**src/design/sha1bsh_pkg.sv**
```systemverilog
// Package for the SHA-1 byte stream hasher: controller states, the command
// and status structs between controller and datapath, and SHA-1 constants.
// No dependencies.
package sha1bsh_pkg;

  // Block geometry
  localparam int NUM_DIGEST  = 5;
  localparam int BLOCK_WORDS = 16;
  localparam int ROUNDS      = 80;

  // Initial hash values
  localparam logic [31:0] IV0 = 32'h67452301;
  localparam logic [31:0] IV1 = 32'hEFCDAB89;
  localparam logic [31:0] IV2 = 32'h98BADCFE;
  localparam logic [31:0] IV3 = 32'h10325476;
  localparam logic [31:0] IV4 = 32'hC3D2E1F0;

  // Round constants
  localparam logic [31:0] K0 = 32'h5A827999;
  localparam logic [31:0] K1 = 32'h6ED9EBA1;
  localparam logic [31:0] K2 = 32'h8F1BBCDC;
  localparam logic [31:0] K3 = 32'hCA62C1D6;

  // Padding marker byte
  localparam logic [7:0] PAD_BYTE = 8'h80;

  // Controller states
  typedef enum logic [2:0] {
    ST_IDLE,
    ST_ROUND,
    ST_UPDATE,
    ST_PAD,
    ST_LEN,
    ST_LEN_CLR,
    ST_OUT
  } state_t;

  // Commands from controller to datapath
  typedef struct packed {
    logic byte_wr;     // store a message byte, bump position and length
    logic pad_wr;      // store the 0x80 marker, zero the words after it
    logic len_wr;      // store the bit length in the last two words
    logic len_clear;   // with len_wr: zero words 0..13 as well
    logic comp_start;  // load working vars from hash, clear round count
    logic round_en;    // run one round and shift the schedule
    logic hash_add;    // fold working vars into the hash
    logic out_next;    // advance to the next digest word
    logic reinit;      // back to the start-of-message state
  } cmd_t;

  // Status from datapath to controller
  typedef struct packed {
    logic pos_last;    // next byte fills the block
    logic pad_two;     // marker leaves no room for the length
    logic round_last;  // round 79 in progress
    logic out_last;    // digest word 4 on the output
  } stat_t;

endpackage

```
**src/design/sha1bsh_ctrl.sv**
```systemverilog
// Controller for the SHA-1 byte stream hasher: sequences byte intake,
// compression, padding and digest output. Depends on sha1bsh_pkg.
module sha1bsh_ctrl
  import sha1bsh_pkg::*;
(
  input  logic  clk,
  input  logic  rst_n,
  input  logic  in_tvalid,
  output logic  in_tready,
  input  logic  in_tlast,
  input  logic  in_tuser,
  output logic  out_tvalid,
  input  logic  out_tready,
  input  stat_t stat,
  output cmd_t  cmd
);

  state_t state_r, state_nxt;
  state_t ret_r, ret_nxt;   // where to go after the hash update

  // State registers
  always_ff @(posedge clk) begin
    if (!rst_n) begin
      state_r <= ST_IDLE;
      ret_r   <= ST_IDLE;
    end else begin
      state_r <= state_nxt;
      ret_r   <= ret_nxt;
    end
  end

  // Next state and commands
  always_comb begin
    state_nxt  = state_r;
    ret_nxt    = ret_r;
    cmd        = '0;
    in_tready  = 1'b0;
    out_tvalid = 1'b0;
    case (state_r)
      ST_IDLE: begin
        in_tready = 1'b1;
        if (in_tvalid) begin
          if (in_tuser) begin
            cmd.byte_wr = 1'b1;
            if (stat.pos_last) begin
              cmd.comp_start = 1'b1;
              state_nxt      = ST_ROUND;
              ret_nxt        = in_tlast ? ST_PAD : ST_IDLE;
            end else if (in_tlast) begin
              state_nxt = ST_PAD;
            end
          end else if (in_tlast) begin
            state_nxt = ST_PAD;
          end
        end
      end
      ST_ROUND: begin
        cmd.round_en = 1'b1;
        if (stat.round_last) begin
          state_nxt = ST_UPDATE;
        end
      end
      ST_UPDATE: begin
        cmd.hash_add = 1'b1;
        state_nxt    = ret_r;
      end
      ST_PAD: begin
        cmd.pad_wr = 1'b1;
        if (stat.pad_two) begin
          // no room for the length: compress this block first
          cmd.comp_start = 1'b1;
          state_nxt      = ST_ROUND;
          ret_nxt        = ST_LEN_CLR;
        end else begin
          state_nxt = ST_LEN;
        end
      end
      ST_LEN, ST_LEN_CLR: begin
        cmd.len_wr     = 1'b1;
        cmd.len_clear  = (state_r == ST_LEN_CLR);
        cmd.comp_start = 1'b1;
        state_nxt      = ST_ROUND;
        ret_nxt        = ST_OUT;
      end
      ST_OUT: begin
        out_tvalid = 1'b1;
        if (out_tready) begin
          if (stat.out_last) begin
            cmd.reinit = 1'b1;
            state_nxt  = ST_IDLE;
            ret_nxt    = ST_IDLE;
          end else begin
            cmd.out_next = 1'b1;
          end
        end
      end
      default: begin
        state_nxt = ST_IDLE;
        ret_nxt   = ST_IDLE;
      end
    endcase
  end

endmodule

```
**src/design/sha1bsh_dp.sv**
```systemverilog
// Datapath for the SHA-1 byte stream hasher: block buffer with rolling
// message schedule, round logic, hash registers and digest output mux.
// Depends on sha1bsh_pkg.
module sha1bsh_dp
  import sha1bsh_pkg::*;
(
  input  logic        clk,
  input  logic        rst_n,
  input  cmd_t        cmd,
  input  logic [7:0]  data_byte,
  output stat_t       stat,
  output logic [31:0] digest_word,
  output logic [2:0]  word_index
);

  logic [31:0] words_r [BLOCK_WORDS];
  logic [31:0] words_nxt [BLOCK_WORDS];
  logic [31:0] wv_r [NUM_DIGEST];
  logic [31:0] h_r [NUM_DIGEST];
  logic [5:0]  pos_r;
  logic [63:0] bitlen_r;
  logic [6:0]  rnd_r;
  logic [2:0]  out_idx_r;

  logic [3:0]  widx;
  logic [1:0]  lane;
  logic [31:0] f_val, k_val, w_cur, w_new, tmp;

  function automatic logic [31:0] put_byte(logic [31:0] w, logic [1:0] ln,
                                           logic [7:0] b);
    logic [31:0] r;
    r = w;
    case (ln)
      2'd0:    r = {b, 24'h0};          // first byte clears the word
      2'd1:    r[23:16] = b;
      2'd2:    r[15:8]  = b;
      2'd3:    r[7:0]   = b;
      default: r = w;
    endcase
    return r;
  endfunction

  assign widx = pos_r[5:2];
  assign lane = pos_r[1:0];

  // Status
  assign stat.pos_last   = (pos_r == 6'd63);
  assign stat.pad_two    = (pos_r >= 6'd56);
  assign stat.round_last = (rnd_r == 7'(ROUNDS - 1));
  assign stat.out_last   = (out_idx_r == 3'(NUM_DIGEST - 1));

  // Round function and constant by round group
  always_comb begin
    if (rnd_r < 7'd20) begin
      f_val = (wv_r[1] & wv_r[2]) | (~wv_r[1] & wv_r[3]);
      k_val = K0;
    end else if (rnd_r < 7'd40) begin
      f_val = wv_r[1] ^ wv_r[2] ^ wv_r[3];
      k_val = K1;
    end else if (rnd_r < 7'd60) begin
      f_val = (wv_r[1] & wv_r[2]) | (wv_r[1] & wv_r[3]) | (wv_r[2] & wv_r[3]);
      k_val = K2;
    end else begin
      f_val = wv_r[1] ^ wv_r[2] ^ wv_r[3];
      k_val = K3;
    end
  end

  // Schedule window: words_r[0] is w[t]; the new word is w[t+16]
  assign w_cur = words_r[0];
  always_comb begin
    logic [31:0] x;
    x     = words_r[13] ^ words_r[8] ^ words_r[2] ^ words_r[0];
    w_new = {x[30:0], x[31]};
  end

  assign tmp = {wv_r[0][26:0], wv_r[0][31:27]} + f_val + wv_r[4] + k_val + w_cur;

  // Block buffer next value
  always_comb begin
    for (int i = 0; i < BLOCK_WORDS; i++) begin
      words_nxt[i] = words_r[i];
    end
    if (cmd.round_en) begin
      for (int i = 0; i < BLOCK_WORDS - 1; i++) begin
        words_nxt[i] = words_r[i + 1];
      end
      words_nxt[BLOCK_WORDS - 1] = w_new;
    end else if (cmd.len_wr) begin
      if (cmd.len_clear) begin
        for (int i = 0; i < BLOCK_WORDS - 2; i++) begin
          words_nxt[i] = '0;
        end
      end
      words_nxt[BLOCK_WORDS - 2] = bitlen_r[63:32];
      words_nxt[BLOCK_WORDS - 1] = bitlen_r[31:0];
    end else if (cmd.pad_wr) begin
      for (int i = 0; i < BLOCK_WORDS; i++) begin
        if (4'(i) == widx) begin
          words_nxt[i] = put_byte(words_r[i], lane, PAD_BYTE);
        end else if (4'(i) > widx) begin
          words_nxt[i] = '0;
        end
      end
    end else if (cmd.byte_wr) begin
      words_nxt[widx] = put_byte(words_r[widx], lane, data_byte);
    end
  end

  // Block buffer, no reset
  always_ff @(posedge clk) begin
    for (int i = 0; i < BLOCK_WORDS; i++) begin
      words_r[i] <= words_nxt[i];
    end
  end

  // Working variables a..e
  always_ff @(posedge clk) begin
    if (cmd.comp_start) begin
      for (int i = 0; i < NUM_DIGEST; i++) begin
        wv_r[i] <= h_r[i];
      end
    end else if (cmd.round_en) begin
      wv_r[4] <= wv_r[3];
      wv_r[3] <= wv_r[2];
      wv_r[2] <= {wv_r[1][1:0], wv_r[1][31:2]};
      wv_r[1] <= wv_r[0];
      wv_r[0] <= tmp;
    end
  end

  // Hash, position, length, round and output counters
  always_ff @(posedge clk) begin
    if (!rst_n || cmd.reinit) begin
      h_r[0]    <= IV0;
      h_r[1]    <= IV1;
      h_r[2]    <= IV2;
      h_r[3]    <= IV3;
      h_r[4]    <= IV4;
      pos_r     <= '0;
      bitlen_r  <= '0;
      rnd_r     <= '0;
      out_idx_r <= '0;
    end else begin
      if (cmd.hash_add) begin
        for (int i = 0; i < NUM_DIGEST; i++) begin
          h_r[i] <= h_r[i] + wv_r[i];
        end
      end
      if (cmd.byte_wr) begin
        pos_r    <= pos_r + 6'd1;
        bitlen_r <= bitlen_r + 64'd8;
      end
      if (cmd.comp_start) begin
        rnd_r <= '0;
      end else if (cmd.round_en) begin
        rnd_r <= rnd_r + 7'd1;
      end
      if (cmd.out_next) begin
        out_idx_r <= out_idx_r + 3'd1;
      end
    end
  end

  // Digest word select
  always_comb begin
    case (out_idx_r)
      3'd0:    digest_word = h_r[0];
      3'd1:    digest_word = h_r[1];
      3'd2:    digest_word = h_r[2];
      3'd3:    digest_word = h_r[3];
      3'd4:    digest_word = h_r[4];
      default: digest_word = h_r[0];
    endcase
  end
  assign word_index = out_idx_r;

endmodule

```
**src/design/sha1_byte_stream_hasher_top.sv**
```systemverilog
// Channel  Handshake              Fields (low bit up)
// in       in_tvalid/in_tready    tdata: data_byte[7:0]; tuser: byte_valid; tlast: end_of_message
// out      out_tvalid/out_tready  tdata: digest_word[31:0], word_index[34:32]; tlast: last_word
//
// The byte that fills a 64-byte block holds off input for 80 rounds of one
// shared round unit, then a hash add. An end transfer is followed by one
// padding step, one length step and the compression of one or two blocks,
// each of 80 rounds and a hash add, then by five output transfers.
// Reset is synchronous on rst_n; output stalls simply hold the current digest
// word, and input is taken again after word 4.
//
// Top level of the SHA-1 byte stream hasher: ties the controller to the
// datapath. Depends on sha1bsh_pkg, sha1bsh_ctrl and sha1bsh_dp.
module sha1_byte_stream_hasher_top
  import sha1bsh_pkg::*;
(
  input  logic        clk,
  input  logic        rst_n,
  input  logic        in_tvalid,
  output logic        in_tready,
  input  logic [7:0]  in_tdata,   // data_byte[7:0]
  input  logic        in_tuser,   // byte_valid
  input  logic        in_tlast,   // end_of_message
  output logic        out_tvalid,
  input  logic        out_tready,
  output logic [39:0] out_tdata,  // digest_word[31:0], word_index[34:32], zero fill
  output logic        out_tlast   // last_word
);

  cmd_t        cmd;
  stat_t       stat;
  logic [31:0] digest_word;
  logic [2:0]  word_index;

  sha1bsh_ctrl u_ctrl (
    .clk        (clk),
    .rst_n      (rst_n),
    .in_tvalid  (in_tvalid),
    .in_tready  (in_tready),
    .in_tlast   (in_tlast),
    .in_tuser   (in_tuser),
    .out_tvalid (out_tvalid),
    .out_tready (out_tready),
    .stat       (stat),
    .cmd        (cmd)
  );

  sha1bsh_dp u_dp (
    .clk         (clk),
    .rst_n       (rst_n),
    .cmd         (cmd),
    .data_byte   (in_tdata),
    .stat        (stat),
    .digest_word (digest_word),
    .word_index  (word_index)
  );

  // Output packing
  assign out_tdata = {5'b0, word_index, digest_word};
  assign out_tlast = stat.out_last;

endmodule
```
**config.mk**
```make
export PLATFORM = sky130hd
export DESIGN_NAME = sha1_byte_stream_hasher_top
export DESIGN_NICKNAME = d
export VERILOG_FILES = /design/src/design/sha1bsh_pkg.sv /design/src/design/sha1bsh_ctrl.sv /design/src/design/sha1bsh_dp.sv /design/src/design/sha1_byte_stream_hasher_top.sv
export SDC_FILE = /design/constraint.sdc
export NUM_CORES = 2
export LEC_CHECK = 0
export BUFFER_PORTS_ARGS = -buffer_cell sky130_fd_sc_hd__buf_2
export CAP_MARGIN = 20
export CORE_ASPECT_RATIO = 0.75
export CORE_UTILIZATION = 50
export DETAILED_ROUTE_END_ITERATION = 12
export GPL_TIMING_DRIVEN = 0
export PLACE_DENSITY = 0.73
export SYNTH_ARGS = -nofsm -noshare
export SYNTH_HDL_FRONTEND = slang
export SYNTH_SLANG_ARGS = --single-unit
export TNS_END_PERCENT = 20
```
**constraint.sdc**
```tcl
create_clock -name clk -period 10.95 [get_ports clk]
set_input_delay 0 -clock clk [delete_from_list [all_inputs] [get_ports clk]]
set_output_delay 0 -clock clk [all_outputs]
set_load 0.01 [all_outputs]
```
* Word level (Yosys, flattened, before mapping) *
Memory sizes are Yosys's and may differ from the RTL's. A register that Yosys moved wholly into a read port is not among the register bits.
Index checks and enable logic that the tools add are counted.
Widths: inputs -> output; s select.

storage, ports and cells
  register bits after elaboration = 86
  latch bits = 0
  RAM bits = 832
  ROM bits = 0
  input bits = 14
  output and inout port bits = 43
  word-level logic and storage cells = 303
  memories kept = 3

cells by class
  add/sub/neg operators = 13
  multiply operators = 0
  div/mod/pow operators = 0
  magnitude comparators = 22
  eq/ne operators = 37
  shift-type cells = 0
  muxes and demuxes = 186
  bitwise gates (word level) = 25
  reduce and logical (&&, ||, !) cells = 11

memories
  name          depth  width  read ports  clocked after memory_dff  wr ports  RTL line          RTL
  u_dp.words_r  16     32     17          1                         16        sha1bsh_dp.sv:16  logic [31:0] words_r [BLOCK_WORDS];
  u_dp.h_r      5      32     5           0                         5         sha1bsh_dp.sv:19  logic [31:0] h_r [NUM_DIGEST];
  u_dp.wv_r     5      32     5           0                         5         sha1bsh_dp.sv:18  logic [31:0] wv_r [NUM_DIGEST];

operators by type and width
  operator               count
  $mux 512               4
  $mux 32                48
  $pmux 8 s2             51
  $bwmux 512             1
  $mux 448               1
  $add 32x32->32         9
  $mux 8                 33
  $xor 32x32->32         5
  $and 32x32->32         4
  $demux 32 s4           1
  $pmux 32 s4            1
  $or 32x32->32          3
  $add 64x4->64 const B  1
  $mux 3                 12
  $eq 4x4->1 const A     8
  $gt 4x4->1 const A     8
  $not 32->32            1
  $mux 31                1
  $mux 1                 24
  $pmux 3 s6             1
  $eq 3x4->1 const A     4
  $gt 3x4->1 const A     4
  $pmux 3 s5             1
  $lt 7x6->1 const B     2
  34 further kinds       66

* Depth between registers and ports, before layout *
  depth in word-level cells = 12
  depth in mapped cells = 27
  depth with buffers taken out = 25

* Modules after synthesis *
A second synthesis with hierarchy kept.

second synthesis, totals
  cells, all modules = 5385
  area, all modules = 57242.4 µm²

modules (own cells, without submodules)
  module                       instances  cells an instance  area an instance (µm²)  sequential area each (µm²)
  sha1bsh_dp                   1          5312               56716.9                 26605.5
  sha1bsh_ctrl                 1          67                 484.2                   120.1
  sha1_byte_stream_hasher_top  1          6                  41.3                    0.0

* Least setup slack after synthesis *
No wires, ideal clock.

  path kind = register to register
  start point = reg u_dp.rnd_r[3]
  end point = mem u_dp.wv_r[0][28] (data pin)
  library setup time = 0.256 ns
  arrival = 5.763 ns
  required time = 10.694 ns
  slack = 4.931 ns
  stages on the path, launching flop included = 26
  path buffers = 2
  period minus slack after synthesis = 6.019 ns
  cells stage by stage = dfxtp_1 clkbuf_1 o21ai_0 nor3_1 clkinv_1 nand2_1 buf_1 nor2_1 nor2_1 fa_1 fa_1 inv_1 fa_1 inv_1 ha_1 a211oi_1 o211ai_1 and2_1 a311o_1 a31oi_1 o211ai_1 and3_1 o21ai_0 nor3_1 a21oi_1 nand2_1

RTL lines
  what                    RTL line           RTL
  from (decl)             sha1bsh_dp.sv:22   logic [6:0] rnd_r;
  from (signal assigned)  sha1bsh_dp.sv:157  rnd_r <= rnd_r + 7'd1;
  to (decl)               sha1bsh_dp.sv:18

==> impl_metrics.json <==
{
  "setup_violations": 0,
  "path_clk_slew_ns": 0.06,
  "critPathCaptureType": "flop",
  "antenna_found_initial": 11,
  "dieArea_sq_um": 114000,
  "synth_xor_area_share_pct": 4.68,
  "drv_slew": 0,
  "synth_flop_cell": "edfxtp_1",
  "cp_cell_sequence": "clkbuf_1 -> o21ai_0 -> nor3_1 -> clkinv_1 -> nand2_1 -> buf_1 -> nor2_1 -> nor2_1 -> fa_1 -> fa_1 -> fa_1 -> ha_1 -> nor2b_1 -> o31a_1 -> o21ai_0 -> a21oi_1 -> o211ai_1 -> nand2_1 -> o41ai_1 -> o21ai_0 -> a21oi_1 -> xnor2_1 -> o21ai_0",
  "relSlewSlack_pct": 8.93,
  "crit_arrival_ns": 9.81,
  "place_congestion": 1.05,
  "synth_common_cells": "nand2_1, edfxtp_1, o21ai_0",
  "clock-sinks": 919,
  "num-fill-cells": 9632,
  "wire_per_inst_um": 30.8,
  "antenna_left": 0,
  "fin_area_sq_um": 62800,
  "slowest_delay_ns": 0.94,
  "areaGrowthSynthToFinish_pct": 11.0,
  "yosys.area.top_type": "edfxtp_1",
  "dr.pass1.iters": 7,
  "start_util_pct": 50.6,
  "setup_ws_ns": 1.58,
  "powerDensity_nw_per_um2": 221,
  "min_period_over_period_pct": 85.6,
  "tns_ns": 0,
  "yosys.cell_count.top_type": "nand2_1",
  "rows": 106,
  "placed_area_sq_um": 59400,
  "numPortBuffers": 51,
  "synth_edf_count": 832,
  "synthTopCellsByArea": "edfxtp_1, nand2_1, mux4_2",
  "synthArstFlopShare_pct": 0,
  "io_pins": 57,
  "fmaxAchievable_ghz": 0.107,
  "rsz0062_at_grt": "no",
  "grt_max_degree": 64,
  "root_buffer": "clkbuf_16",
  "synth.cell_area_sq_um": 56600,
  "die_h_um": 293,
  "hold_viol": 0,
  "clock_path_buffers": 3,
  "routed_wl_mm": 224,
  "syn_area_per_cell_sq_um": 10.4,
  "leakagePower_nw": 22.4,
  "core-area_sq_um": 112000,
  "yosys.area_share.simple_pct": 13.4,
  "fin_worst_skew_ns": 0.0380,
  "synth_top_area_share_pct": 44.2,
  "drive_above_1_share_pct": 8.27,
  "finalNetCount": 6059,
  "grt_first_pass_wirelength_mm": 314,
  "grt_usage_pct": 38.5,
  "synth.area.mux_share_pct": 6.62,
  "overflow": 0,
  "drt_iter0_drc": 8611,
  "worst_pin_slew_ns": 1.35,
  "grt_pass1_vias": 44405,
  "htreeDepth": 3,
  "min_period_ns": 9.37,
  "drv_cap": 0,
  "min_path_type": "in -> reg",
  "ys_ff_latch": 919,
  "netlist_instances": 5461,
  "ys_types": 81,
  "via_per_inst": 6.65,
  "outcome": "complete, no violations",
  "dp.final_hpwl_mm": 172,
  "synth_top_family_by_area": "compound AO/OA/AOI/OAI gates",
  "critPathMaxFanout": 11,
  "vias": 48471,
  "yosysWarnings": 0,
  "cp.required_ns": 11.39,
  "worst_ir_drop_vdd_uv": 169,
  "cts_tree": "done",
  "synth-adder-area-share_pct": 9.50,
  "numCtsBuffers": 96,
  "pre_cts_ws_ns": 2.18,
  "ys_seq_area_share_pct": 47.2,
  "critical_path.most_common_cell": "o21ai_0",
  "crit_slowest_cell": "buf_1",
  "synth-compound-area-share_pct": 15.0,
  "critPathKind": "reg -> reg",
  "start_kind": "flop",
  "insertion_delay_ns": 0.75,
  "die_x_um": 390,
  "post-route-drc-count": 0,
  "cts_setup_buffers": 0
}
[layer usage]
metal	vias to the layer above	track usage [%]	routed length (um)
met5	-	0	132
met4	10	9.66	6670
met3	432	21.8	45400
met2	4130	48.4	83700
met1	23679	55.8	88200
li1	20220	-	-
[critical path: cells and delay by family (launching register included)]
family	cells	cell delay (ns)
adders and majority gates	4	1.91
DFF	1	0.31
xor gates and xnor gates	1	0.16
AOI/OAI and AO/OA	9	3.16
and+or+nand+nor	6	1.84
buffers and inverters	3	1.69
[placed cells by master, fill, tap and decap left out, types with 15 or more instances in the layout]
cell type | Yosys | final
nand2_1 | 1084 | 1083
edfxtp_1 | 832 | 832
o21ai_0 | 636 | 636
nor2_1 | 306 | 305
clkbuf_1 | 265 | 285
ha_1 | 231 | 231
a21oi_1 | 233 | 225
inv_1 | 216 | 216
xnor2_1 | 164 | 164
mux4_2 | 160 | 160
xor2_1 | 138 | 138
fa_1 | 124 | 124
a22oi_1 | 110 | 110
a21o_1 | 106 | 106
clkbuf_16 | 0 | 97
nor2b_1 | 93 | 93
dfxtp_1 | 87 | 87
buf_2 | 16 | 69
nor3_1 | 55 | 55
o21a_1 | 51 | 51
a31oi_1 | 51 | 51
buf_4 | 6 | 45
nand3_1 | 42 | 42
nand2b_1 | 38 | 38
o22ai_1 | 33 | 33
and3_1 | 32 | 32
or3_1 | 30 | 30
nand4_1 | 29 | 29
o21bai_1 | 25 | 25
a211oi_1 | 22 | 22
buf_1 | 20 | 20
clkinv_1 | 1 | 20
o32ai_1 | 20 | 20
clkinv_2 | 0 | 20
o211ai_1 | 15 | 15
buf_8 | 0 | 15
[final cells by class]
class / instances / area, sq um / share of cell area, %
repair buffers: 127 / 1070 / 1.71
inverters: 219 / 822 / 1.31
plain buffers: 307 / 1190 / 1.90
flip-flops and latches: 919 / 26700 / 42.6
well taps: 1512 / 1890 / 3.01
diodes: 4 / 10.0 / 0.0159
clock buffers: 118 / 2520 / 4.01
clock inverters: 59 / 637 / 1.01
multi-input cells: 4020 / 27900 / 44.4
[through the flow]
step / hold WS, ns / std cells / total power [mW] / util, %
floorplan: 0.154 / 5465 / 8.45 / -
global placement: 0.301 / 7028 / 10.1 / 52.5
detailed placement: 0.327 / 7078 / 10.2 / 53.1
CTS: 0.0369 / 7264 / 13.6 / 56.0
global route: 0.119 / 7281 / 14.4 / 56.1
finish: 0.0518 / 7285 / 13.9 / 56.1
[registers in the layout (all words and copies together) (netlist names), named ones only]
name / flops
u_dp.wv_r: 160
u_dp.words_r: 512
u_ctrl.state_r: 3
u_dp.pos_r: 6
u_dp.h_r: 160
u_dp.word_index: 3
u_ctrl.ret_r: 3
u_dp.bitlen_r: 61
u_dp.rnd_r: 7
[what timing repair did]
action                    4_1_cts  5_1_grt
hold endpoints to repair       13        0
gates resized for setup         0        0
hold buffers                    9        0
[cells by family (layout without fill, tap and decap cells)]
group           after synthesis  after routing
mux                         174            174
other cells                   1              9
xor+xnor                    302            302
simple gates               1773           1773
flops                       919            919
buf+inv                     526            830
compound gates             1411           1411
fa+ha+maj                   355            355
[where the power goes]
group | leakage (nW) | switching (mW) | internal (mW)
Combinational | 12.5 | 3.51 | 2.02
Clock | 1.54 | 1.55 | 1.88
Sequential | 8.38 | 0.450 | 4.46
[worst paths after layout]
kind | endpoint | slack, ns | from | cells past startpoint
setup / recovery | u_dp.wv_r[0][31] | 1.58 | u_dp.rnd_r[3] | 23
hold / removal | u_dp.bitlen_r[5] | 0.05 | in_tuser | 5
setup reg to reg | u_dp.wv_r[0][31] | 1.58 | u_dp.rnd_r[3] | 23
hold reg to reg | u_ctrl.ret_r[1] | 0.48 | u_ctrl.ret_r[1] | 2
(Power assumes the default switching activity.)
